**src/rtl/core/line_pixel_generator_defines.svh**
```systemverilog
// ---------------------------------------------------------------------------
// line_pixel_generator_defines
// Assertion macros shared by the line pixel generator RTL.
// ---------------------------------------------------------------------------
`ifndef LINE_PIXEL_GENERATOR_DEFINES_SVH
`define LINE_PIXEL_GENERATOR_DEFINES_SVH

// same-cycle implication, disabled during reset
`define LPG_ASSERT_SAME(label, clk, rst, ante, cons, msg) \
   label: assert property (@(posedge clk) disable iff (rst) (ante) |-> (cons)) \
      else $error(msg);

// next-cycle implication, disabled during reset
`define LPG_ASSERT_NEXT(label, clk, rst, ante, cons, msg) \
   label: assert property (@(posedge clk) disable iff (rst) (ante) |=> (cons)) \
      else $error(msg);

`endif

```
**src/rtl/core/lpg_pkg.sv**
```systemverilog
// ---------------------------------------------------------------------------
// lpg_pkg
// Types and fixed constants of the line pixel generator.
// ---------------------------------------------------------------------------
package lpg_pkg;

   localparam int SCREEN_BITS    = 10;
   localparam int OUT_COORD_BITS = 10;
   localparam int COLOR_BITS     = 16;
   localparam int CSR_ADDR_BITS  = 3;
   localparam int CSR_DATA_BITS  = 32;
   localparam int QUEUE_DEPTH    = 4;

   localparam logic [SCREEN_BITS-1:0] RESET_SCREEN_WIDTH  = 10'd640;
   localparam logic [SCREEN_BITS-1:0] RESET_SCREEN_HEIGHT = 10'd480;

   localparam logic OP_START = 1'b0;
   localparam logic OP_STEP  = 1'b1;

   typedef enum logic [1:0] {
      KIND_VERT  = 2'd0,
      KIND_HORIZ = 2'd1,
      KIND_BRES  = 2'd2
   } line_kind_type;

   typedef enum logic {
      CSR_SCREEN_WIDTH  = 1'b0,
      CSR_SCREEN_HEIGHT = 1'b1
   } csr_index_type;

   // control half of one queued word
   typedef struct packed {
      logic          is_start;
      logic          busy;
      line_kind_type kind;
      logic          minor_down;
      logic          axes_swapped;
   } cmd_ctrl_type;

endpackage

```
**src/rtl/core/lpg_queue.sv**
```systemverilog
// ---------------------------------------------------------------------------
// lpg_queue
// Short first-in first-out queue of classified words between front and back.
// ---------------------------------------------------------------------------
module lpg_queue import lpg_pkg::*; #(
   parameter int DATA_BITS = 89
) (
   input  logic                 clock,
   input  logic                 reset,
   input  logic                 push,
   input  cmd_ctrl_type         push_ctrl,
   input  logic [DATA_BITS-1:0] push_data,
   input  logic                 pop,
   output logic                 full,
   output logic                 empty,
   output cmd_ctrl_type         head_ctrl,
   output logic [DATA_BITS-1:0] head_data
);

   localparam int PTR_BITS = $clog2(QUEUE_DEPTH);

   cmd_ctrl_type         ctrl_ff [QUEUE_DEPTH];
   logic [DATA_BITS-1:0] data_ff [QUEUE_DEPTH];
   logic [PTR_BITS-1:0]  wr_ptr_ff, wr_ptr_in;
   logic [PTR_BITS-1:0]  rd_ptr_ff, rd_ptr_in;
   logic [PTR_BITS:0]    count_ff, count_in;

   assign full      = (count_ff == (PTR_BITS+1)'(QUEUE_DEPTH));
   assign empty     = (count_ff == '0);
   assign head_ctrl = ctrl_ff[rd_ptr_ff];
   assign head_data = data_ff[rd_ptr_ff];

   always_comb begin
      wr_ptr_in = push ? wr_ptr_ff + PTR_BITS'(1) : wr_ptr_ff;
      rd_ptr_in = pop ? rd_ptr_ff + PTR_BITS'(1) : rd_ptr_ff;
      count_in  = count_ff;
      if (push && !pop) begin
         count_in = count_ff + (PTR_BITS+1)'(1);
      end else if (pop && !push) begin
         count_in = count_ff - (PTR_BITS+1)'(1);
      end
   end

   always_ff @(posedge clock) begin
      if (reset) begin
         wr_ptr_ff <= '0;
         rd_ptr_ff <= '0;
         count_ff  <= '0;
      end else begin
         wr_ptr_ff <= wr_ptr_in;
         rd_ptr_ff <= rd_ptr_in;
         count_ff  <= count_in;
      end
   end

   always_ff @(posedge clock) begin
      if (push) begin
         ctrl_ff[wr_ptr_ff] <= push_ctrl;
         data_ff[wr_ptr_ff] <= push_data;
      end
   end

endmodule

```
**config.mk**
```make
export PLATFORM = sky130hd
export DESIGN_NAME = lpg_queue
export DESIGN_NICKNAME = d
export VERILOG_FILES = /design/src/rtl/core/line_pixel_generator_defines.svh /design/src/rtl/core/lpg_pkg.sv /design/src/rtl/core/lpg_queue.sv
export SDC_FILE = /design/constraint.sdc
export NUM_CORES = 1
export LEC_CHECK = 0
export BUFFER_PORTS_ARGS = -buffer_cell sky130_fd_sc_hd__buf_2
export CAP_MARGIN = 30
export CELL_PAD_IN_SITES_DETAIL_PLACEMENT = 1
export CELL_PAD_IN_SITES_GLOBAL_PLACEMENT = 1
export CORE_AREA = 2 2 154 216
export CTS_BUF_LIST = sky130_fd_sc_hd__clkbuf_16
export DETAILED_ROUTE_END_ITERATION = 10
export DIE_AREA = 0 0 156 218
export GPL_TIMING_DRIVEN = 0
export PLACE_DENSITY_LB_ADDON = 0.05
export SLEW_MARGIN = 15
export SYNTH_ARGS = -nofsm -noshare
export SYNTH_HDL_FRONTEND = slang
export SYNTH_SLANG_ARGS = --single-unit
export TNS_END_PERCENT = 50
```
**constraint.sdc**
```tcl
create_clock -name clock -period 4.6 [get_ports clock]
set_clock_uncertainty 0.05 [all_clocks]
set_input_delay 0.46 -clock clock [delete_from_list [all_inputs] [get_ports clock]]
set_output_delay 0.46 -clock clock [all_outputs]
set_load 0.02 [all_outputs]
```
### After elaboration in Yosys (flattened, before gate mapping)

Memories as Yosys holds them, arrays and structs flattened. A register that Yosys moved wholly into a read port is not among the register bits.
Index checks and enable logic that the tools add are counted.

| operators by class | value |
|---|---|
| add/subtract/negate cells | 4 |
| eq/ne operators | 1 |
| multiplexer cells | 8 |
| reductions and logical operators | 6 |

Operator list:

| operator | number |
|---|---|
| two-way mux 2 bit | 4 |
| two-way mux 3 bit | 2 |
| adder 2 x 1 -> 2 bit (second input constant) | 2 |
| adder 3 x 1 -> 3 bit (second input constant) | 1 |
| == test 3 bit (second input constant) | 1 |
| logical NOT 3 bit | 1 |
| subtractor 3 x 1 -> 3 bit (second input constant) | 1 |
| logical AND 1 bit | 2 |
| logical NOT 1 bit | 2 |
| two-way mux 1 bit | 2 |
| nonzero test 2 bit | 1 |

| storage, ports and cells | value |
|---|---|
| bits in registers | 7 |
| memory bits (writable) | 380 |
| output and inout port bits | 97 |
| word-level logic and storage cells | 24 |
| memories | 2 |

Memories:

| memory | depth | width | read ports | clocked after Yosys merged registers in | wr ports | line | text |
|---|---|---|---|---|---|---|---|
| data_ff | 4 | 89 | 1 | 1 | 1 | lpg_queue.sv:23 | `logic [DATA_BITS-1:0] data_ff [QUEUE_DEPTH];` |
| ctrl_ff | 4 | 6 | 1 | 1 | 1 | lpg_queue.sv:22 | `cmd_ctrl_type ctrl_ff [QUEUE_DEPTH];` |

### Longest topological paths before layout

| depth | value |
|---|---|
| depth in word-level cells | 4 |
| gate-level depth with buffers | 7 |

### Worst setup path before layout

Ideal clock, no wire load.

| timing path | value |
|---|---|
| path kind | reg2reg |
| start point | register wr_ptr_ff[0] |
| end point | memory ctrl_ff[0][0] in the netlist's numbering (enable) |
| arrival | 2742 ps |
| data required time | 4086 ps |
| setup slack | 1344 ps |
| stages on the path, launching flop included | 4 |
| path through | dfxtp_1 > inv_1 > ha_1 > and2_1 |

RTL lines:

| what | line | text |
|---|---|---|
| start: declaration | lpg_queue.sv:24 | `logic [PTR_BITS-1:0] wr_ptr_ff, wr_ptr_in;` |
| start signal: assignment | lpg_queue.sv:50 | `wr_ptr_ff <= wr_ptr_in;` |
| end: declaration | lpg_queue.sv:22 |  |

Straight into the memory's write port.

==> run metrics <==
detailed-route DRC error count 0; Hold Crit Class input port to register; MaxCap Viol Count 0; Synth cell types 21; Initial Util 0.442; critical path class register to primary output; RSZ-0062 raised after global routing no; EDFF count, synth 380; fin crit share 0.588; Core Box Area 32100 um2; syn_area_per_cell 26.2 um2; setup tns final 0 ps; sw power 1.80 mW; final core occ 0.529; upper clock frequency limit 0.369 GHz; first-pass GRT wire length 42700 um; status finished clean; Fillers 2820; FP Rows 78; vias per cell 5.24; Worst Max-Slew Pin Slew 735 ps; Final Power 7.89 mW; IO buf count 194; largest buffer count on any clock path 3; crit end category primary output; most common cell after layout, fill and taps aside edfxtp_1; final setup fails 0; FFs w/ async S/R, synth 0; Post-CTS Setup Inserts 0; switching share of power 0.228; Worst Setup Start Kind register; post-detail-place hpwl 17500 um; Synth Register Bits 389; Num CTS Buffers 38; power density over the cells 464 nW/um2; gr usage total 0.170; Post-Layout Inst Area 17000 um2; DRT Pass-1 Iters 4; leak pwr 5.77 nW; cell area after technology mapping 14200 um2; routed wire length 27800 um; post-synthesis sequential area ratio 0.817; fin. max-slew vios 0; Most used DFF post-synth edfxtp_1; # clock sinks 389; initial antenna violation count 0; Int Pwr 6.09 mW; Clock transition at path regs 60 ps; Top Ports 196; Req. time, crit path 4090 ps; maximum fanout along the worst path 10; WL per Instance 22.9 um; H-tree Lvls 2; Area after DPL 15800 um2; pin count of the biggest net entering global routing 37; share of post-route cells with drive strength above 1 0.462; Iter 0 DRT Violations 355; Syn Inst Count 541; nets@finish 888; most frequent cells in the layout edfxtp_1 (380), buf_2 (205), mux4_2 (95); DIE HEIGHT 218 um; ANT nets after route 0; clock network power share 0.367; syn nets 646; Root Driver clkbuf_16; Final Wtd Congestion 0.682; Die X 156 um; full die area 34000 um2; Synth-to-Final Area Change 19.8%; CTS tree yes; Rel. slew slack 0.510; combinational share of power 0.112; setup slack, reg-to-reg 2780 ps; post-layout min period 2710 ps; Post-CTS Hold Fix Bufs 0; grt ovf 0; Reg power frac 0.521; Worst Path Arrival 2200 ps; Synth warnings 0; Hold Fails Final Rpt 0; vias in the first global route 7140; VDD IR-drop max 0.337 mV; Worst-Skew Late Latency 530 ps; number of gates resized after cts 0; routed via count 6344
[synthesized netlist by cell type, types with 2 or more instances]
cell,number,area (um2)
edfxtp_1,380,11400
mux4_2,95,2140
buf_2,11,55.1
dfxtp_1,9,180
nor2_1,7,26.3
buf_12,6,120
clkbuf_1,5,18.8
ha_1,5,62.6
and2_1,4,25.0
inv_1,4,15.0
xor2_1,3,26.3
mux2i_1,2,20.0
xnor2_1,2,17.5
[critical path, cell delays in order (launching register included)]
cell,delay [ps]
dfxtp_1,300
buf_2,150
buf_2,310
buf_2,340
mux4_2,380
buf_2,180
[stage by stage]
stage               cells  hold slack, ps  worst slack (ps)
floorplan             541             416              1340
global placement     1135             435              -638
detailed placement   1143             457              2410
CTS                  1210            58.6              1820
global route         1210            70.0              1780
finish               1211            87.5              1890
[metal layers]
layer  vias to the layer above  wire [um]  track usage
met4                         0        550       0.0505
met5                         -          0            0
li1                       2807          -            -
met3                        38       1740       0.0477
met1                      3332      10600        0.201
met2                       167      14900        0.301
[kinds of logic (layout without fill, tap and decap cells)]
family,after synthesis,after routing,share of synthesized area
flops,389,389,0.817
mux,97,97,0.152
buf+inv,27,296,0.0155
simple gates,15,15,0.00521
fa+ha+maj,6,6,0.00582
xor+xnor,5,5,0.00309
compound gates,2,2,0.000705
other cells,0,1,0
[final cells by class]
cell class	instances	area, um2	area share
flip-flops and latches	389	11600	0.682
multi-input cells	125	2380	0.140
repair buffers	202	1130	0.0666
clock buffers	41	1030	0.0604
well taps	400	500	0.0295
plain buffers	23	205	0.0121
clock inverters	26	140	0.00825
inverters	4	15.0	0.000884
diodes	1	2.50	0.000147
[flip-flops by register name (all words and copies together), names as in the netlist, named ones only]
signal	cells
rd_ptr_ff	2
ctrl_ff	24
data_ff	356
count_ff	3
wr_ptr_ff	2
[final timing paths]
kind,from,end,cells past startpoint
worst max-delay path,register,head_data[42],5
worst min-delay path,push_data[52],data_ff[3][52],1
worst max register to register,wr_ptr_ff[0],data_ff[3][29],3
worst min register to register,count_ff[2],count_ff[2],2
[power by group through the flow]
stage	registers [mW]	clock network, mW	logic [mW]
after floorplan	4.19	0	0.567
after global placement	4.20	0	0.871
after detailed placement	4.19	0	0.910
after CTS	4.11	2.99	0.914
after global routing	4.12	3.11	0.958
final	4.11	2.90	0.884
Power figures use the tool's default switching activity.
