$ cat src/rtl/core/line_pixel_generator_defines.svh
// ---------------------------------------------------------------------------
// line_pixel_generator_defines
// Assertion macros shared by the line pixel generator RTL.
// ---------------------------------------------------------------------------
`ifndef LINE_PIXEL_GENERATOR_DEFINES_SVH
`define LINE_PIXEL_GENERATOR_DEFINES_SVH

// same-cycle implication, disabled during reset
`define LPG_ASSERT_SAME(label, clk, rst, ante, cons, msg) \
   label: assert property (@(posedge clk) disable iff (rst) (ante) |-> (cons)) \
      else $error(msg);

// next-cycle implication, disabled during reset
`define LPG_ASSERT_NEXT(label, clk, rst, ante, cons, msg) \
   label: assert property (@(posedge clk) disable iff (rst) (ante) |=> (cons)) \
      else $error(msg);

`endif

$ cat src/rtl/core/lpg_pkg.sv
// ---------------------------------------------------------------------------
// lpg_pkg
// Types and fixed constants of the line pixel generator.
// ---------------------------------------------------------------------------
package lpg_pkg;

   localparam int SCREEN_BITS    = 10;
   localparam int OUT_COORD_BITS = 10;
   localparam int COLOR_BITS     = 16;
   localparam int CSR_ADDR_BITS  = 3;
   localparam int CSR_DATA_BITS  = 32;
   localparam int QUEUE_DEPTH    = 4;

   localparam logic [SCREEN_BITS-1:0] RESET_SCREEN_WIDTH  = 10'd640;
   localparam logic [SCREEN_BITS-1:0] RESET_SCREEN_HEIGHT = 10'd480;

   localparam logic OP_START = 1'b0;
   localparam logic OP_STEP  = 1'b1;

   typedef enum logic [1:0] {
      KIND_VERT  = 2'd0,
      KIND_HORIZ = 2'd1,
      KIND_BRES  = 2'd2
   } line_kind_type;

   typedef enum logic {
      CSR_SCREEN_WIDTH  = 1'b0,
      CSR_SCREEN_HEIGHT = 1'b1
   } csr_index_type;

   // control half of one queued word
   typedef struct packed {
      logic          is_start;
      logic          busy;
      line_kind_type kind;
      logic          minor_down;
      logic          axes_swapped;
   } cmd_ctrl_type;

endpackage

$ cat src/rtl/core/lpg_back.sv
// ---------------------------------------------------------------------------
// lpg_back
// Line stepping engine: loads set-up words and emits one pixel per step word while a line is active.
// ---------------------------------------------------------------------------
module lpg_back import lpg_pkg::*; #(
   parameter int COORD_BITS = 12
) (
   input  logic                          clock,
   input  logic                          reset,
   input  logic                          head_valid,
   input  cmd_ctrl_type                  head_ctrl,
   input  logic signed [COORD_BITS-1:0]  head_major_pos,
   input  logic signed [COORD_BITS-1:0]  head_major_stop,
   input  logic signed [COORD_BITS-1:0]  head_minor_pos,
   input  logic [COORD_BITS-1:0]         head_delta_major,
   input  logic [COORD_BITS-1:0]         head_delta_minor,
   input  logic signed [COORD_BITS:0]    head_error_term,
   input  logic [COLOR_BITS-1:0]         head_color,
   input  logic [SCREEN_BITS-1:0]        screen_width,
   input  logic [SCREEN_BITS-1:0]        screen_height,
   output logic                          pop,
   output logic                          line_busy,
   output logic                          rsp_valid,
   input  logic                          rsp_ready,
   output logic [OUT_COORD_BITS-1:0]     rsp_pixel_x,
   output logic [OUT_COORD_BITS-1:0]     rsp_pixel_y,
   output logic [COLOR_BITS-1:0]         rsp_pixel_color,
   output logic                          rsp_write_enable,
   output logic                          rsp_last
);

   localparam logic [COORD_BITS-1:0] COORD_ONE = COORD_BITS'(1);

   logic                         busy_ff, busy_in;
   line_kind_type                kind_ff, kind_in;
   logic signed [COORD_BITS-1:0] major_pos_ff, major_pos_in;
   logic signed [COORD_BITS-1:0] major_stop_ff, major_stop_in;
   logic signed [COORD_BITS-1:0] minor_pos_ff, minor_pos_in;
   logic signed [COORD_BITS:0]   error_ff, error_in;
   logic [COORD_BITS-1:0]        delta_major_ff, delta_major_in;
   logic [COORD_BITS-1:0]        delta_minor_ff, delta_minor_in;
   logic                         minor_down_ff, minor_down_in;
   logic                         swapped_ff, swapped_in;
   logic [COLOR_BITS-1:0]        color_ff, color_in;

   logic                         rsp_valid_ff, rsp_valid_in;
   logic [OUT_COORD_BITS-1:0]    pixel_x_ff, pixel_x_in;
   logic [OUT_COORD_BITS-1:0]    pixel_y_ff, pixel_y_in;
   logic [COLOR_BITS-1:0]        pixel_color_ff, pixel_color_in;
   logic                         write_enable_ff, write_enable_in;
   logic                         last_ff, last_in;

   logic                         out_free;
   logic                         emit;
   logic                         fin;
   logic signed [COORD_BITS-1:0] px;
   logic signed [COORD_BITS-1:0] py;
   logic                         row_clip;
   logic                         col_clip;
   logic signed [COORD_BITS:0]   err_sub;

   assign out_free  = !rsp_valid_ff || rsp_ready;
   assign pop       = head_valid && (head_ctrl.is_start || out_free);
   assign emit      = pop && !head_ctrl.is_start && busy_ff;
   assign line_busy = busy_ff;

   assign fin      = major_pos_ff >= major_stop_ff;
   assign row_clip = major_pos_ff[COORD_BITS-1] || ($unsigned(major_pos_ff) >=
      {{(COORD_BITS-SCREEN_BITS){1'b0}}, screen_height});
   assign col_clip = major_pos_ff[COORD_BITS-1] || ($unsigned(major_pos_ff) >=
      {{(COORD_BITS-SCREEN_BITS){1'b0}}, screen_width});
   assign err_sub  = error_ff - $signed({1'b0, delta_minor_ff});

   always_comb begin
      case (kind_ff)
         KIND_VERT: begin
            px = minor_pos_ff;
            py = major_pos_ff;
         end
         KIND_HORIZ: begin
            px = major_pos_ff;
            py = minor_pos_ff;
         end
         default: begin
            px = swapped_ff ? minor_pos_ff : major_pos_ff;
            py = swapped_ff ? major_pos_ff : minor_pos_ff;
         end
      endcase
   end

   always_comb begin
      busy_in        = busy_ff;
      kind_in        = kind_ff;
      major_pos_in   = major_pos_ff;
      major_stop_in  = major_stop_ff;
      minor_pos_in   = minor_pos_ff;
      error_in       = error_ff;
      delta_major_in = delta_major_ff;
      delta_minor_in = delta_minor_ff;
      minor_down_in  = minor_down_ff;
      swapped_in     = swapped_ff;
      color_in       = color_ff;
      if (pop && head_ctrl.is_start) begin
         // a start word always replaces the line in progress
         busy_in        = head_ctrl.busy;
         kind_in        = head_ctrl.kind;
         major_pos_in   = head_major_pos;
         major_stop_in  = head_major_stop;
         minor_pos_in   = head_minor_pos;
         error_in       = head_error_term;
         delta_major_in = head_delta_major;
         delta_minor_in = head_delta_minor;
         minor_down_in  = head_ctrl.minor_down;
         swapped_in     = head_ctrl.axes_swapped;
         color_in       = head_color;
      end else if (emit) begin
         if (fin) begin
            busy_in = 1'b0;
         end else begin
            major_pos_in = major_pos_ff + COORD_ONE;
            if (kind_ff == KIND_BRES) begin
               error_in = err_sub;
               if (err_sub[COORD_BITS]) begin
                  error_in     = err_sub + $signed({1'b0, delta_major_ff});
                  minor_pos_in = minor_down_ff ? minor_pos_ff - COORD_ONE
                                               : minor_pos_ff + COORD_ONE;
               end
            end
         end
      end
   end

   always_comb begin
      rsp_valid_in    = rsp_valid_ff && !rsp_ready;
      pixel_x_in      = pixel_x_ff;
      pixel_y_in      = pixel_y_ff;
      pixel_color_in  = pixel_color_ff;
      write_enable_in = write_enable_ff;
      last_in         = last_ff;
      if (emit) begin
         rsp_valid_in    = 1'b1;
         pixel_x_in      = px[OUT_COORD_BITS-1:0];
         pixel_y_in      = py[OUT_COORD_BITS-1:0];
         pixel_color_in  = color_ff;
         last_in         = fin;
         case (kind_ff)
            KIND_VERT:  write_enable_in = !row_clip;
            KIND_HORIZ: write_enable_in = !col_clip;
            default:    write_enable_in = 1'b1;
         endcase
      end
   end

   always_ff @(posedge clock) begin
      if (reset) begin
         busy_ff      <= 1'b0;
         kind_ff      <= KIND_VERT;
         rsp_valid_ff <= 1'b0;
      end else begin
         busy_ff      <= busy_in;
         kind_ff      <= kind_in;
         rsp_valid_ff <= rsp_valid_in;
      end
   end

   always_ff @(posedge clock) begin
      major_pos_ff    <= major_pos_in;
      major_stop_ff   <= major_stop_in;
      minor_pos_ff    <= minor_pos_in;
      error_ff        <= error_in;
      delta_major_ff  <= delta_major_in;
      delta_minor_ff  <= delta_minor_in;
      minor_down_ff   <= minor_down_in;
      swapped_ff      <= swapped_in;
      color_ff        <= color_in;
      pixel_x_ff      <= pixel_x_in;
      pixel_y_ff      <= pixel_y_in;
      pixel_color_ff  <= pixel_color_in;
      write_enable_ff <= write_enable_in;
      last_ff         <= last_in;
   end

   assign rsp_valid        = rsp_valid_ff;
   assign rsp_pixel_x      = pixel_x_ff;
   assign rsp_pixel_y      = pixel_y_ff;
   assign rsp_pixel_color  = pixel_color_ff;
   assign rsp_write_enable = write_enable_ff;
   assign rsp_last         = last_ff;

endmodule

$ cat config.mk
export PLATFORM = sky130hd
export DESIGN_NAME = lpg_back
export DESIGN_NICKNAME = d
export VERILOG_FILES = /design/src/rtl/core/line_pixel_generator_defines.svh /design/src/rtl/core/lpg_pkg.sv /design/src/rtl/core/lpg_back.sv
export SDC_FILE = /design/constraint.sdc
export NUM_CORES = 1
export LEC_CHECK = 0
export BUFFER_PORTS_ARGS = -buffer_cell sky130_fd_sc_hd__clkbuf_2
export CORE_AREA = 3 3 124 126
export DETAILED_ROUTE_END_ITERATION = 8
export DIE_AREA = 0 0 127 129
export PLACE_DENSITY = 0.79
export SKIP_LAST_GASP = 1
export SYNTH_ARGS = -nofsm -noshare
export SYNTH_HDL_FRONTEND = slang
export SYNTH_SLANG_ARGS = --single-unit
$ cat constraint.sdc
create_clock -name clock -period 5.2 [get_ports clock]
set_clock_uncertainty 0.2 [all_clocks]
set_input_delay 1.04 -clock clock [delete_from_list [all_inputs] [get_ports clock]]
set_output_delay 1.04 -clock clock [all_outputs]
set_load 0.01 [all_outputs]
After elaboration in Yosys (flattened, before gate mapping). Index checks and enable logic that the tools add are counted. Widths: inputs -> output; s select.

Register bits: 133. Bits in latches: 0. RAM bits: 0. Memory bits (read-only): 0. Input port bits: 119. Output and inout bits: 41. Word-level logic and storage cells: 74. Memories: 0.

$add $sub $neg: 5. Multiply operators: 0. Div/mod/pow operators: 0. Order comparisons: 3. Equal/unequal tests: 3. Shifts and indexed selects: 0. Muxes and demuxes: 23. Bitwise gates (word level): 0. Reduce and logical (&&, ||, !) cells: 23.

Operators by type and width (count): $mux 12 (9); $mux 13 (5); $pmux 10 s2 (2); $add 12x1->12 const B (2); $ge 12x10->1 (2); $mux 10 (2); $add 13x13->13 (1); $sub 13x13->13 (1); $ge 12x12->1 (1); $sub 12x1->12 const B (1); $reduce_bool 2->1 (4); $logic_and 1x1->1 (5); $logic_not 1->1 (5); $logic_or 1x1->1 (4); $mux 1 (4); $reduce_and 2->1 (2); $reduce_and 4->1 (1); $reduce_and 3->1 (1); $eq 2x1->1 const B (1); $eq 2x2->1 const B (1); $logic_not 2->1 (1); $ne 2x1->1 const B (1); $pmux 1 s2 (1).

Logic depth before layout (Yosys ltp).
Depth in word-level cells: 8. Mapped depth: 15. Mapped depth without buffers: 15.

Worst setup path before layout. No wires, ideal clock.

Path type: input -> register. Start point: in head_ctrl[5] (netlist bit). End point: reg color_ff[0], enable pin. Library setup time: 0.439 ns. Arrival: 2.999 ns. Required time: 4.561 ns. Setup slack: 1.562 ns. Cell stages on the path: 3. Path buffers: 1. Path through: nand2_1 > clkinv_1 > clkbuf_1.

Cells in the longest elaborated chain, start to end: 3.

Ends and longest elaborated chain: start: declaration (line lpg_back.sv:11) `input cmd_ctrl_type head_ctrl,`; $logic_or 1x1->1 (line lpg_back.sv:63) `assign pop = head_valid && (head_ctrl.is_start || out_free);`; $logic_and 1x1->1 (line lpg_back.sv:63); $logic_and 1x1->1 * (line lpg_back.sv:103) `if (pop && head_ctrl.is_start) begin`; end signal: assignment (line lpg_back.sv:175) `color_ff <= color_in;`; end: declaration (line lpg_back.sv:44) `logic [COLOR_BITS-1:0] color_ff, color_in;`.

Mark *: on every way between the ends. The rest lies on a longest branch, timed or not. A chain may end at the register's enable or synchronous reset.

Final worst setup path.
Start point: reg major_pos_ff[9]. End point: reg major_pos_ff[0], enable pin.

Cells in the longest elaborated chain, start to end: 3.

Ends and longest elaborated chain: start: declaration (line lpg_back.sv:36) `logic signed [COORD_BITS-1:0] major_pos_ff, major_pos_in;`; start signal: assignment (line lpg_back.sv:167) `major_pos_ff <= major_pos_in;`; $ge 12x12->1 (line lpg_back.sv:67) `assign fin = major_pos_ff >= major_stop_ff;`; named net fin (line lpg_back.sv:55) `logic fin;`; $ne 2x1->1 (no line); $reduce_and 2->1 (no line).

The timed path passes the listed nets, and every way through them passes these cells.

==> results.tsv <==
stage	metric	value	unit
clock_tree	post_cts_buffers	0	
timing	finalCritPeriodShare	0.726	
worst_setup_path	crit_buf_inv	0	
yosys	netlist_instances	643	
yosys	synth-seq-cells	131	
clock_tree	cts_sinks	131	
timing	min_period	3.77	ns
power	p_per_area	395	nW/um^2
die	rows	44	
timing	worst_slack	1.43	ns
routing	first_pass_iters	5	
timing	rsz0062_at_grt	no	
worst_setup_path	reg2reg_depth	6	
die	die_h	129	um
worst_setup_path	worstPathMaxFanout	12	
finish	fin_util	0.609	
worst_hold_path	hold_class	reg2reg	
yosys	synthArstFlopShare	0	
place	dp_slack	1.45	ns
worst_setup_path	cp-start-kind	flop	
die	core_region_area	14400	um^2
yosys	syn-num-nets	832	
yosys	synth_top_area_cell	edfxtp_1	
die	die_area	16400	um^2
routing	vias	5254	
yosys	synth.distinct_cells	52	
worst_setup_path	path_class	reg2reg	
die	num_io_pins	160	
timing	worst_pin_slew	1.16	ns
yosys	synth_flop_cell	edfxtp_1	
global_route	track_usage	0.202	
timing	finalSetupViolations	0	
yosys	synth_top_area_frac	0.531	
finish	multi_input_area	2990	um^2
finish	finish.net_count	1000	
run	drv_cap	0	
clock_tree	cts_tree	done	
die	chipWidth	127	um
clock_tree	htreeDepth	4	
yosys	synth_warnings	0	
timing	fin_tns_setup	0	ns
worst_setup_path	critical_path.slowest_cell	o21ai_1	
finish	design_area	8790	um^2
place	dp_hpwl	11700	um
worst_setup_path	cp.arrival	3.61	ns
routing	avgRoutedWirePerCell	15.9	um
timing	maxSlewHeadroom	0.221	
worst_setup_path	crit_family	compound AO/OA/AOI/OAI gates	
finish	fin_cells	1007	
routing	viasPerCell	5.22	
clock_tree	cts-hold-fix-buffers	0	
clock_tree	root_buffer	clkbuf_16	
finish	final_common_cell	clkbuf_2	
worst_setup_path	cp_cell_sequence	ha_1 > a21o_1 > a2111oi_0 > o211a_1 > a221oi_1 > o21ai_1	
finish	n_antenna_cell	0	
finish	drive_above_1_share	0.249	
routing	drt_iter0_markers	309	
timing	hold_viol_final	0	
global_route	grt_overflow	0	
finish	area_delta_synth_final	22.3	%
clock_tree	clkSlewWorstSetupHoldPaths	0.06	ns
clock_tree	cts_buffers	17	
finish	seqCellArea	3890	um^2
routing	routed_wirelength	16000	um
global_route	first_global_vias	5323	
worst_setup_path	critPathRequiredTime	5.04	ns
worst_setup_path	slowest_delay	0.94	ns
yosys	avgSynthCellArea	11.2	um^2
power	peakVddDrop	0.258	mV
die	start_util	0.498	
finish	final_cell_mix	clkbuf_2 (157), edfxtp_1 (127), nand2_1 (90)	
global_route	grt_max_degree	63	
power	leakage	3.92	nW
yosys	synth_area_leaders	edfxtp_1 (53%), ha_1 (12%), nand2_1 (4.7%)	
worst_setup_path	reg2reg_slack	1.43	ns
global_route	grt_pass1_wl	25600	um
worst_setup_path	setup.worst_path.end_class	flop	
routing	drtAntennaViolNets	0	
place	dp_cells	976	
yosys	synth_area	7180	um^2
place	place_congestion	0.859	
routing	drc	0	
run_status	status	complete, no violations	
place	portBuffers	157	
clock_tree	cts_buffer_depth	2	
global_route	antenna_found_initial	0	
worst_hold_path	hold_depth	0	
finish	fillerInstances	1190	
timing	fmax	265	MHz
clock_tree	insertion_delay	0.42	ns
timing	slew_violations	0	
worst_setup_path	path_depth	6	
yosys	ys_seq_area_frac	0.542	
power	power	3.48	mW
yosys	synth-edff-count	127	
clock_tree	cts.repair.resized	0	
timing	whs	0.216	ns
place	dpl_cell_area	8200	um^2
[state kept, by name (all words and copies together) (netlist names), 2 cells and up]
name and cells:
color_ff 16, delta_major_ff 12, delta_minor_ff 12, error_ff 13, kind_ff 2, major_pos_ff 12, major_stop_ff 12, minor_pos_ff 10
rsp_pixel_color 16, rsp_pixel_x 10, rsp_pixel_y 10
[final timing paths]
kind / startpoint / end
min: color_ff[4] / rsp_pixel_color[4]
max: major_pos_ff[9] / major_pos_ff[0]
max reg2reg: major_pos_ff[9] / major_pos_ff[0]
min reg2reg: color_ff[4] / rsp_pixel_color[4]
[layout make-up]
class / instances / share of cell area
Clock inverter: 14 / 0.0185
Timing Repair Buffer: 163 / 0.0960
Inverter: 64 / 0.0275
Clock buffer: 17 / 0.0484
Sequential cell: 131 / 0.443
Tap cell: 184 / 0.0262
Multi-Input combinational cell: 434 / 0.340
[cell families (layout without fill, tap and decap cells)]
| family | Yosys count | count (layout) | share of synthesized area |
|---|---|---|---|
| AOI/OAI and AO/OA | 145 | 145 | 0.126 |
| DFF | 131 | 131 | 0.542 |
| muxes | 14 | 14 | 0.0197 |
| and+or+nand+nor | 171 | 171 | 0.104 |
| buffers and inverters | 78 | 258 | 0.0423 |
| adders and majority gates | 70 | 70 | 0.125 |
| xor gates and xnor gates | 34 | 34 | 0.0414 |
[worst reg2reg max path, stage by stage (launching register included)]
cell and delay (ns):
edfxtp_1 0.54, ha_1 0.38, a21o_1 0.19, a2111oi_0 0.74, o211a_1 0.28, a221oi_1 0.12
o21ai_1 0.95
[where the power goes]
group / internal, mW / switching, mW
clock: 0.747 / 0.454
sequential: 1.27 / 0.0428
combinational: 0.431 / 0.536
total: 2.44 / 1.03
[layer usage]
metal | track usage | part of all wire | vias to the layer above
met3 | 0.0506 | 0.059 | 33
li1 | - | - | 2659
met2 | 0.355 | 0.51 | 174
met5 | 0 | 0 | -
met4 | 0.0789 | 0.023 | 0
met1 | 0.241 | 0.41 | 2388
[synth_stat cells, drive strengths merged, types with 3 or more instances]
| cell | n |
|---|---|
| a21o | 17 |
| a2111oi | 3 |
| clkbuf | 12 |
| o21ai | 41 |
| o31ai | 5 |
| nor2b | 4 |
| mux2i | 13 |
| or2 | 3 |
| ha | 67 |
| nand2 | 91 |
| fa | 3 |
| inv | 63 |
| nor2 | 39 |
| nand3 | 8 |
| a31oi | 5 |
| o2111ai | 3 |
| xnor2 | 21 |
| a21oi | 47 |
| a211oi | 6 |
| edfxtp | 127 |
| nand4 | 5 |
| dfxtp | 4 |
| xor2 | 13 |
| o211ai | 3 |
| o21a | 3 |
| nand2b | 10 |
Note: power is estimated with default switching activity, not from simulation.
