`config.mk`:
```
export PLATFORM = sky130hd
export DESIGN_NAME = lpg_front
export DESIGN_NICKNAME = d
export VERILOG_FILES = /design/src/rtl/core/line_pixel_generator_defines.svh /design/src/rtl/core/lpg_pkg.sv /design/src/rtl/core/lpg_front.sv
export SDC_FILE = /design/constraint.sdc
export NUM_CORES = 1
export LEC_CHECK = 0
export ABC_AREA = 1
export ABC_CLOCK_PERIOD_IN_PS = 4700
export BUFFER_PORTS_ARGS = -buffer_cell sky130_fd_sc_hd__buf_2
export CAP_MARGIN = 30
export CORE_MARGIN = 4
export CORE_UTILIZATION = 35
export DETAILED_ROUTE_END_ITERATION = 10
export PLACE_DENSITY = 0.63
export SYNTH_ARGS = -nofsm -noshare
export SYNTH_HDL_FRONTEND = slang
export SYNTH_SLANG_ARGS = --single-unit
```
`constraint.sdc`:
```
create_clock -name vclk -period 4.7
set_clock_uncertainty 0.05 [all_clocks]
set_input_delay 0.235 -clock vclk [all_inputs]
set_output_delay 0.235 -clock vclk [all_outputs]
set_load 0.005 [all_outputs]
```
`src/rtl/core/line_pixel_generator_defines.svh`:
```
// ---------------------------------------------------------------------------
// line_pixel_generator_defines
// Assertion macros shared by the line pixel generator RTL.
// ---------------------------------------------------------------------------
`ifndef LINE_PIXEL_GENERATOR_DEFINES_SVH
`define LINE_PIXEL_GENERATOR_DEFINES_SVH

// same-cycle implication, disabled during reset
`define LPG_ASSERT_SAME(label, clk, rst, ante, cons, msg) \
   label: assert property (@(posedge clk) disable iff (rst) (ante) |-> (cons)) \
      else $error(msg);

// next-cycle implication, disabled during reset
`define LPG_ASSERT_NEXT(label, clk, rst, ante, cons, msg) \
   label: assert property (@(posedge clk) disable iff (rst) (ante) |=> (cons)) \
      else $error(msg);

`endif

```
`src/rtl/core/lpg_pkg.sv`:
```
// ---------------------------------------------------------------------------
// lpg_pkg
// Types and fixed constants of the line pixel generator.
// ---------------------------------------------------------------------------
package lpg_pkg;

   localparam int SCREEN_BITS    = 10;
   localparam int OUT_COORD_BITS = 10;
   localparam int COLOR_BITS     = 16;
   localparam int CSR_ADDR_BITS  = 3;
   localparam int CSR_DATA_BITS  = 32;
   localparam int QUEUE_DEPTH    = 4;

   localparam logic [SCREEN_BITS-1:0] RESET_SCREEN_WIDTH  = 10'd640;
   localparam logic [SCREEN_BITS-1:0] RESET_SCREEN_HEIGHT = 10'd480;

   localparam logic OP_START = 1'b0;
   localparam logic OP_STEP  = 1'b1;

   typedef enum logic [1:0] {
      KIND_VERT  = 2'd0,
      KIND_HORIZ = 2'd1,
      KIND_BRES  = 2'd2
   } line_kind_type;

   typedef enum logic {
      CSR_SCREEN_WIDTH  = 1'b0,
      CSR_SCREEN_HEIGHT = 1'b1
   } csr_index_type;

   // control half of one queued word
   typedef struct packed {
      logic          is_start;
      logic          busy;
      line_kind_type kind;
      logic          minor_down;
      logic          axes_swapped;
   } cmd_ctrl_type;

endpackage

```
`src/rtl/core/lpg_front.sv`:
```
// ---------------------------------------------------------------------------
// lpg_front
// Classifies each input word and works out the line set-up for start words.
// ---------------------------------------------------------------------------
module lpg_front import lpg_pkg::*; #(
   parameter int COORD_BITS = 12
) (
   input  logic                         opcode,
   input  logic signed [COORD_BITS-1:0] x_start,
   input  logic signed [COORD_BITS-1:0] y_start,
   input  logic signed [COORD_BITS-1:0] x_end,
   input  logic signed [COORD_BITS-1:0] y_end,
   input  logic [COLOR_BITS-1:0]        color,
   input  logic [SCREEN_BITS-1:0]       screen_width,
   output cmd_ctrl_type                 cmd_ctrl,
   output logic signed [COORD_BITS-1:0] major_pos,
   output logic signed [COORD_BITS-1:0] major_stop,
   output logic signed [COORD_BITS-1:0] minor_pos,
   output logic [COORD_BITS-1:0]        delta_major,
   output logic [COORD_BITS-1:0]        delta_minor,
   output logic signed [COORD_BITS:0]   error_term,
   output logic [COLOR_BITS-1:0]        line_color
);

   logic signed [COORD_BITS:0]   dx;
   logic signed [COORD_BITS:0]   dy;
   logic [COORD_BITS:0]          adx;
   logic [COORD_BITS:0]          ady;
   logic                         swap;
   logic                         reverse;
   logic signed [COORD_BITS:0]   d_maj;
   logic signed [COORD_BITS:0]   d_min;
   logic signed [COORD_BITS-1:0] maj_a;
   logic signed [COORD_BITS-1:0] maj_b;
   logic signed [COORD_BITS-1:0] min_a;
   logic signed [COORD_BITS-1:0] min_b;
   logic                         x_on_screen;

   assign dx  = {x_end[COORD_BITS-1], x_end} - {x_start[COORD_BITS-1], x_start};
   assign dy  = {y_end[COORD_BITS-1], y_end} - {y_start[COORD_BITS-1], y_start};
   assign adx = dx[COORD_BITS] ? $unsigned(-dx) : $unsigned(dx);
   assign ady = dy[COORD_BITS] ? $unsigned(-dy) : $unsigned(dy);

   // steep lines step along y
   assign swap  = ady > adx;
   assign d_maj = swap ? dy : dx;
   assign d_min = swap ? dx : dy;
   assign maj_a = swap ? y_start : x_start;
   assign maj_b = swap ? y_end : x_end;
   assign min_a = swap ? x_start : y_start;
   assign min_b = swap ? x_end : y_end;
   assign reverse = d_maj[COORD_BITS];

   assign x_on_screen = !x_start[COORD_BITS-1] &&
      ($unsigned(x_start) < {{(COORD_BITS-SCREEN_BITS){1'b0}}, screen_width});

   assign line_color = color;

   always_comb begin
      cmd_ctrl.is_start     = (opcode == OP_START);
      cmd_ctrl.busy         = 1'b1;
      cmd_ctrl.kind         = KIND_BRES;
      cmd_ctrl.minor_down   = 1'b0;
      cmd_ctrl.axes_swapped = 1'b0;
      delta_major           = '0;
      delta_minor           = '0;
      error_term            = '0;
      major_pos             = reverse ? maj_b : maj_a;
      major_stop            = reverse ? maj_a : maj_b;
      minor_pos             = reverse ? min_b : min_a;
      if (x_start == x_end) begin
         // vertical, also a single point; drop it when the column is off screen
         cmd_ctrl.kind = KIND_VERT;
         cmd_ctrl.busy = x_on_screen;
         minor_pos     = x_start;
         major_pos     = dy[COORD_BITS] ? y_end : y_start;
         major_stop    = dy[COORD_BITS] ? y_start : y_end;
      end else if (y_start == y_end) begin
         cmd_ctrl.kind = KIND_HORIZ;
      end else begin
         cmd_ctrl.axes_swapped = swap;
         cmd_ctrl.minor_down   = d_min[COORD_BITS] ^ d_maj[COORD_BITS];
         delta_major           = swap ? ady[COORD_BITS-1:0] : adx[COORD_BITS-1:0];
         delta_minor           = swap ? adx[COORD_BITS-1:0] : ady[COORD_BITS-1:0];
         error_term            = {2'b00, delta_major[COORD_BITS-1:1]};
      end
   end

endmodule

```
* Yosys cells after proc, flatten, opt, wreduce, memory -nomap -nowiden
Cells that the tools add are included.
** Storage, ports and cells
- Logic and storage cells :: 41
- Register bits after elaboration :: 0
- Input port bits :: 75
- Output and inout port bits :: 95
** Cells by class
- $lt $le $gt $ge :: 2
- Mux-type cells :: 29
- Bitwise operators :: 2
- Reductions and logical operators :: 2
- Add/sub/neg operators :: 4
- Equal/unequal tests :: 2
** Operators with widths (number)
- $mux 12 :: 18
- $mux 13 :: 4
- $neg 13->13 :: 2
- $sub 12x12->13 :: 2
- $eq 12x12->1 :: 2
- $mux 11 :: 2
- $gt 13x13->1 :: 1
- $lt 12x10->1 :: 1
- $mux 2 :: 4
- $logic_and 1x1->1 :: 1
- $logic_not 1->1 :: 1
- $mux 1 :: 1
- $not 1->1 :: 1
- $xor 1x1->1 :: 1

* Logic depth before layout (Yosys ltp)
Gate-level depths: netlist of the first run.
- Depth in word-level cells :: 8
- Depth in mapped cells :: 32

* Worst setup path before layout of the first run
OpenSTA, ideal clock, no wires.
- Path type :: input to output
- Start :: input y_end[0]
- End :: output error_term[5]
- Slack :: 806 ps
- Stages on the path :: 28
- Arrival :: 3609 ps
- Buffers on the path :: 4
- Cell sequence :: inv_1 > ha_1 > fa_1 > inv_1 > nand3_1 > nand2_2 > nand2_2 > nand2_2 > nand2_4 > nand2_4 > nand2_2 > nand2_4 > buf_6 > nand2_1 > nand2_1 > nand2_1 > and2_1 > ha_1 > nand4_1 > inv_1 > a21oi_1 > nand2_2 > nand2_4 > buf_6 > nand2_1 > buf_2 > o21ai_0 > buf_4
** Between the ends
- Word-level cells in the longest chain between the ends :: 7
** Ends and longest elaborated chain
- from (decl) :: RTL line lpg_front.sv:12 : input logic signed [COORD_BITS-1:0] y_end,
- $sub 12x12->13 :: RTL line lpg_front.sv:40 : assign dy = {y_end[COORD_BITS-1], y_end} - {y_start[COORD_BITS-1], y_start};
- $neg 13->13 :: RTL line lpg_front.sv:42 : assign ady = dy[COORD_BITS] ? $unsigned(-dy) : $unsigned(dy);
- $mux 13 :: RTL line lpg_front.sv:42
- $gt 13x13->1 :: RTL line lpg_front.sv:45 : assign swap = ady > adx;
- $mux 12 :: RTL line lpg_front.sv:83 : delta_major = swap ? ady[COORD_BITS-1:0] : adx[COORD_BITS-1:0];
- $mux 11 * :: RTL line lpg_front.sv:78 : end else if (y_start == y_end) begin
- $mux 11 * :: RTL line lpg_front.sv:71 : if (x_start == x_end) begin
- to (decl) :: RTL line lpg_front.sv:21 : output logic signed [COORD_BITS:0] error_term,
Mark *: on every way between the ends. The rest lies on a longest branch, timed or not.

* Final worst setup path of the first run
- Start :: input x_end[0]
- End :: output major_pos[0]
** Between the ends
- Word-level cells in the longest chain between the ends :: 7
** Ends and longest elaborated chain
- from (decl) :: RTL line lpg_front.sv:11 : input logic signed [COORD_BITS-1:0] x_end,
- $sub 12x12->13 :: RTL line lpg_front.sv:39 : assign dx = {x_end[COORD_BITS-1], x_end} - {x_start[COORD_BITS-1], x_start};
- $neg 13->13 :: RTL line lpg_front.sv:41 : assign adx = dx[COORD_BITS] ? $unsigned(-dx) : $unsigned(dx);
- $mux 13 :: RTL line lpg_front.sv:41
- $gt 13x13->1 :: RTL line lpg_front.sv:45
- $mux 12, or another cell as far along :: RTL line lpg_front.sv:48 : assign maj_a = swap ? y_start : x_start;
- $mux 12 :: RTL line lpg_front.sv:68 : major_pos = reverse ? maj_b : maj_a;
- $mux 12 * :: RTL line lpg_front.sv:71
- to (decl) :: RTL line lpg_front.sv:16 : output logic signed [COORD_BITS-1:0] major_pos,
Marks and branches as above.

==> results of run 1 <==
stage by stage:
| step | area (um^2) | TNS, ns | util, % | power, mW |
|---|---|---|---|---|
| 6_report | 6210 | 0 | 44.9 | 3.18 |
| 4_1_cts | 5600 | 0 | 40.5 | 2.67 |
| 3_3_place_gp | 5600 | 0 | 40.5 | 2.63 |
| 3_5_place_dp | 5600 | -0.228 | 40.5 | 2.64 |
| 2_1_floorplan | 4940 | 0 | - | 1.83 |
| 5_1_grt | 6210 | -0.491 | 44.9 | 3.52 |
layout by cell type (no fill, tap or decap), drive strengths merged:
cell type	Yosys	final
nand2	431	432
buf	52	176
inv	141	141
nand3	100	100
o21ai	56	59
ha	48	48
nor2	34	34
a21oi	24	24
o211ai	23	23
nand4	11	11
nand3b	8	8
xor2	8	8
o22ai	6	6
clkbuf	10	5
nor3	5	5
xnor2	4	4
a21boi	3	3
o21a	2	2
o21bai	2	2
fa	2	2
conb	1	2
or2	2	2
nor4	1	1
a31oi	1	1
and2	1	1
and3	1	1
repair_timing:
action	CTS	global route
pin swaps	1	25
resized for setup	0	58
setup buffers	0	18
endpoints found under the setup margin	23	71
gates cloned	1	9
power by group through the flow:
stage	sequential [mW]	combinational [mW]	clock [mW]
finish	0	3.18	0
global route	0	3.52	0
CTS	0	2.67	0
detailed placement	0	2.64	0
global placement	0	2.63	0
floorplan	0	1.83	0
worst max path at each step:
stage                                to  slack, ns
after global placement     minor_pos[1]       0.08
after global routing      major_pos[11]      -0.05
after CTS                 major_pos[11]       0.01
final                      major_pos[0]       0.21
after floorplan           error_term[5]       0.81
after detailed placement   major_pos[0]      -0.03
cell type report:
cell class | instances | area (um^2)
Multi-Input combinational cell | 779 | 4250
Fill cell | 1517 | 7620
Inverter | 141 | 537
Timing Repair Buffer | 181 | 1190
Tap cell | 180 | 225
metal layers:
layer	global-route usage (%)	up-vias	wire (um)
met3	1.52	29	1360
met1	30.3	2945	8430
met4	3.03	0	402
met5	0	-	0
met2	35.9	260	8810
li1	-	3340	-
logic make-up (layout without fill, tap and decap cells):
| group | after synthesis | in the layout | share of synthesized area [%] |
|---|---|---|---|
| other cells | 1 | 2 | 0.0760 |
| buf+inv | 203 | 322 | 19.5 |
| xor+xnor | 12 | 12 | 2.13 |
| simple gates | 594 | 595 | 51.2 |
| fa+ha+maj | 50 | 50 | 13.0 |
| compound gates | 117 | 120 | 14.1 |
==> impl_metrics.tcl, run 1 <==
set metrics [dict create \
    status "complete, no violations" \
    grt_pass1_vias 5632 \
    drive_gt1_share_pct 23.4 \
    fmax_mhz 223 \
    num_vias 6574 \
    cp.arrival_ns 4.20 \
    critPathLaunch "x_end[0]" \
    synth_area_leaders "nand2_1 (32%), ha_1 (12%), inv_1 (10%), nand3_1 (10%), buf_4 (5.0%)" \
    netlist.area_leader.share_pct 31.6 \
    min_period_ns 4.49 \
    hp-start "color[0]" \
    antenna_cells 0 \
    wl_per_cell_um 14.8 \
    hold_path_class "in2out" \
    postSynthAreaPerCell_um2 5.05 \
    dp_cells 1253 \
    die-area_um2 16100 \
    num_rows 43 \
    power_density_nw_per_um2 513 \
    grt_max_degree 84 \
    final-setup-viol-count 0 \
    clock_buffers 0 \
    io_buffers 136 \
    ff_latch_area_um2 0 \
    synth_area_um2 4940 \
    pre_cts_ws_ns -0.0285 \
    synth_common_cells "nand2_1 (416), inv_1 (134), nand3_1 (99)" \
    synth_cell_types 42 \
    p_leak_nw 3.66 \
    areaGrowthSynthToFinish_pct 25.7 \
    path_depth 26 \
    yosys.area.top_type "nand2_1" \
    drt_iter0_drc 641 \
    firstDrtPassIters 5 \
    die_x_um 127 \
    critPathBufInv 6 \
    period_share_pct 95.4 \
    drt-vias-per-instance 5.13 \
    maxCapViolCount 0 \
    clkPwrFrac_pct 0 \
    seq_area_frac_synth_pct 0 \
    fin_cells 1281 \
    intPower_mw 1.35 \
    seqPwrFrac_pct 0 \
    grt.overflow.total 0 \
    worst-setup-path-type "in2out" \
    worstHoldPathCells 0 \
    seq_cell_count 0 \
    globalplace.congestion 0.978 \
    p_comb_share_pct 100.0 \
    totalWireLength_um 19000 \
    slew_violations 0 \
    ys_warn_count 0 \
    ant_nets 0 \
    fp.dieH_um 127 \
    startpoint_type "primary input" \
    holdPathEnd "line_color[0]" \
    synth.most_common_cell "nand2_1" \
    critPathCaptureType "output port" \
    synth_cells 977 \
    cp_slowest_cell "fa_2" \
    ir_drop_mv 0.167 \
    final_nets 1228 \
    setup_slack_ns 0.214 \
    crit_top_cell "nand2_1" \
    whs_ns 0.420 \
    slew_headroom_pct 66.4 \
    core_um2 13800 \
    tightest_slew_ns 0.499 \
    cp.required_ns 4.41 \
    switchingPower_mw 1.83 \
    hpwl_um 15000 \
    drc 0 \
    swShare_pct 57.5 \
    io_pins 170 \
    finalHoldViolations 0 \
    grtUsageTotal_pct 21.3 \
    cp_slowest_stage_delay_ns 0.61 \
    path_max_fanout 11 \
    grt_pass1_wl_um 28700 \
    antenna_found_initial 0 \
    hold_buffers 0 \
    start_util_pct 35.7 \
    cp_top_family "simple AND/OR/NAND/NOR gates" \
]
Power figures use the tool's default switching activity.
==> run 2, diff against run 1 <==
--- a/config.mk
+++ b/config.mk
@@ -9,10 +9,12 @@
 export ABC_CLOCK_PERIOD_IN_PS = 4700
 export BUFFER_PORTS_ARGS = -buffer_cell sky130_fd_sc_hd__buf_2
 export CAP_MARGIN = 30
+export CELL_PAD_IN_SITES_DETAIL_PLACEMENT = 0
+export CELL_PAD_IN_SITES_GLOBAL_PLACEMENT = 2
 export CORE_MARGIN = 4
-export CORE_UTILIZATION = 35
+export CORE_UTILIZATION = 25
 export DETAILED_ROUTE_END_ITERATION = 10
-export PLACE_DENSITY = 0.63
+export PLACE_DENSITY = 0.89
 export SYNTH_ARGS = -nofsm -noshare
 export SYNTH_HDL_FRONTEND = slang
 export SYNTH_SLANG_ARGS = --single-unit
==> run 2 against run 1 <==
Routed wire length rose by 5.5%. Setup slack improved by 0.051 ns. Fmax rose by 1.2%. Count of clock-buffer cells in the layout did not move. Power fell by 11%. Critical path depth rose by 1. Non-clock buffer count fell by 17. Global-route usage fell by 4.1 points. Core utilization fell by 15 points. Sequential share of layout area did not move. First-iteration DRC count fell by 24%. Worst hold slack did not move.
==> impl_metrics.tcl, run 2 (same netlist as run 1, synthesis figures left out) <==
set metrics [dict create \
    status "complete, no violations" \
    grt.overflow.total 0 \
    worstHoldPathCells 0 \
    grt_pass1_wl_um 30800 \
    final_nets 1207 \
    finish.utilization_pct 30.2 \
    totalWireLength_um 20000 \
    num_rows 51 \
    areaGrowthSynthToFinish_pct 19.1 \
    startpoint_type "primary input" \
    path_max_fanout 18 \
    die-area_um2 22100 \
    ant_nets 0 \
    slew_violations 0 \
    seq_cell_count 0 \
    io_pins 170 \
    dp_cells 1342 \
    finalHoldViolations 0 \
    ff_latch_area_um2 0 \
    crit_top_cell "nand2_1" \
    top_usage_layer "met2" \
    cp_slowest_stage_delay_ns 0.41 \
    hold_buffers 0 \
    nFillCells 2269 \
    final-setup-viol-count 0 \
    tightest_slew_ns 0.502 \
    hpwl_um 16900 \
    fin_cells 1346 \
    num_vias 6294 \
    drive_gt1_share_pct 19.9 \
    cp.required_ns 4.41 \
    cp_top_family "simple AND/OR/NAND/NOR gates" \
    min_period_ns 4.43 \
    holdPathEnd "line_color[13]" \
    grt_pass1_vias 5784 \
    most-common-layout-cells "nand2_1 (411), buf_2 (136), inv_1 (134)" \
    firstDrtPassIters 5 \
    grt.met3_usage_pct 0.914 \
    critPathCaptureType "output port" \
    power_density_nw_per_um2 484 \
    whs_ns 0.420 \
    globalplace.congestion 0.875 \
    drt-vias-per-instance 4.68 \
    rsz0062_at_grt "yes" \
    drt_iter0_drc 486 \
    final_common_cell "nand2_1" \
    clock_buffers 0 \
    p_leak_nw 3.50 \
    grt_max_degree 51 \
    cp_slowest_cell "fa_1" \
    grtUsageMet2_pct 29.4 \
    worst-setup-path-type "in2out" \
    drc 0 \
    critPathBufInv 5 \
    hp-start "color[13]" \
    antenna_found_initial 1 \
    start_util_pct 25.4 \
    wl_per_cell_um 14.9 \
    cp.arrival_ns 4.15 \
    io_buffers 136 \
    met1_usage_pct 24.5 \
    period_share_pct 94.4 \
    hold_path_class "in2out" \
    slew_headroom_pct 66.5 \
    core_um2 19500 \
    grtUsageTotal_pct 17.2 \
    maxCapViolCount 0 \
    fmax_mhz 225 \
    fp.dieH_um 149 \
    ir_drop_mv 0.175 \
    die_x_um 149 \
]
-- run 2: power breakdown --
group / leakage, nW / total (mW) / internal (mW) / switching, mW
registers: 0 / 0 / 0 / 0
logic: 3.50 / 2.85 / 1.10 / 1.74
clock network: 0.00000634 / 0.0000000284 / 0.0000000284 / 0
-- run 2: area by class of cell --
type / count / area, um^2 / area share (%)
well taps: 265 / 332 / 5.64
multi-input cells: 775 / 4080 / 69.4
repair buffers: 164 / 933 / 15.9
diodes: 1 / 2.50 / 0.0426
inverters: 141 / 532 / 9.05
-- run 2: through the flow --
stage	power [mW]	setup WS [ns]	instance area, um^2	setup TNS [ns]
floorplan	1.83	0.806	4940	0
global placement	2.75	0.148	5730	0
detailed placement	2.75	0.176	5730	0
CTS	2.76	0.169	5730	0
global route	3.20	-0.0521	5880	-0.396
finish	2.85	0.265	5880	0
-- run 2: how the worst max path moves through the flow --
stage,cells after the start,from,slack [ns],to
6_report,27,y_end[0],0.27,minor_pos[11]
2_1_floorplan,28,y_end[0],0.81,error_term[5]
3_5_place_dp,28,x_end[0],0.18,major_stop[4]
4_1_cts,28,x_end[0],0.17,major_stop[4]
3_3_place_gp,27,x_start[0],0.15,major_stop[4]
5_1_grt,28,x_end[0],-0.05,major_stop[4]
-- run 2: routing by layer --
metal,wire [um],share of wire (%),vias up
met4,261,1.3,0
li1,-,-,3290
met5,0,0,-
met1,9550,48,2802
met2,9200,46,184
met3,1030,5.1,18
-- run 2: what timing repair did --
item	4_1_cts	5_1_grt
endpoints found under the hold margin	0	0
endpoints found under the setup margin	0	43
gates resized for setup	0	30
buffers inserted	0	2
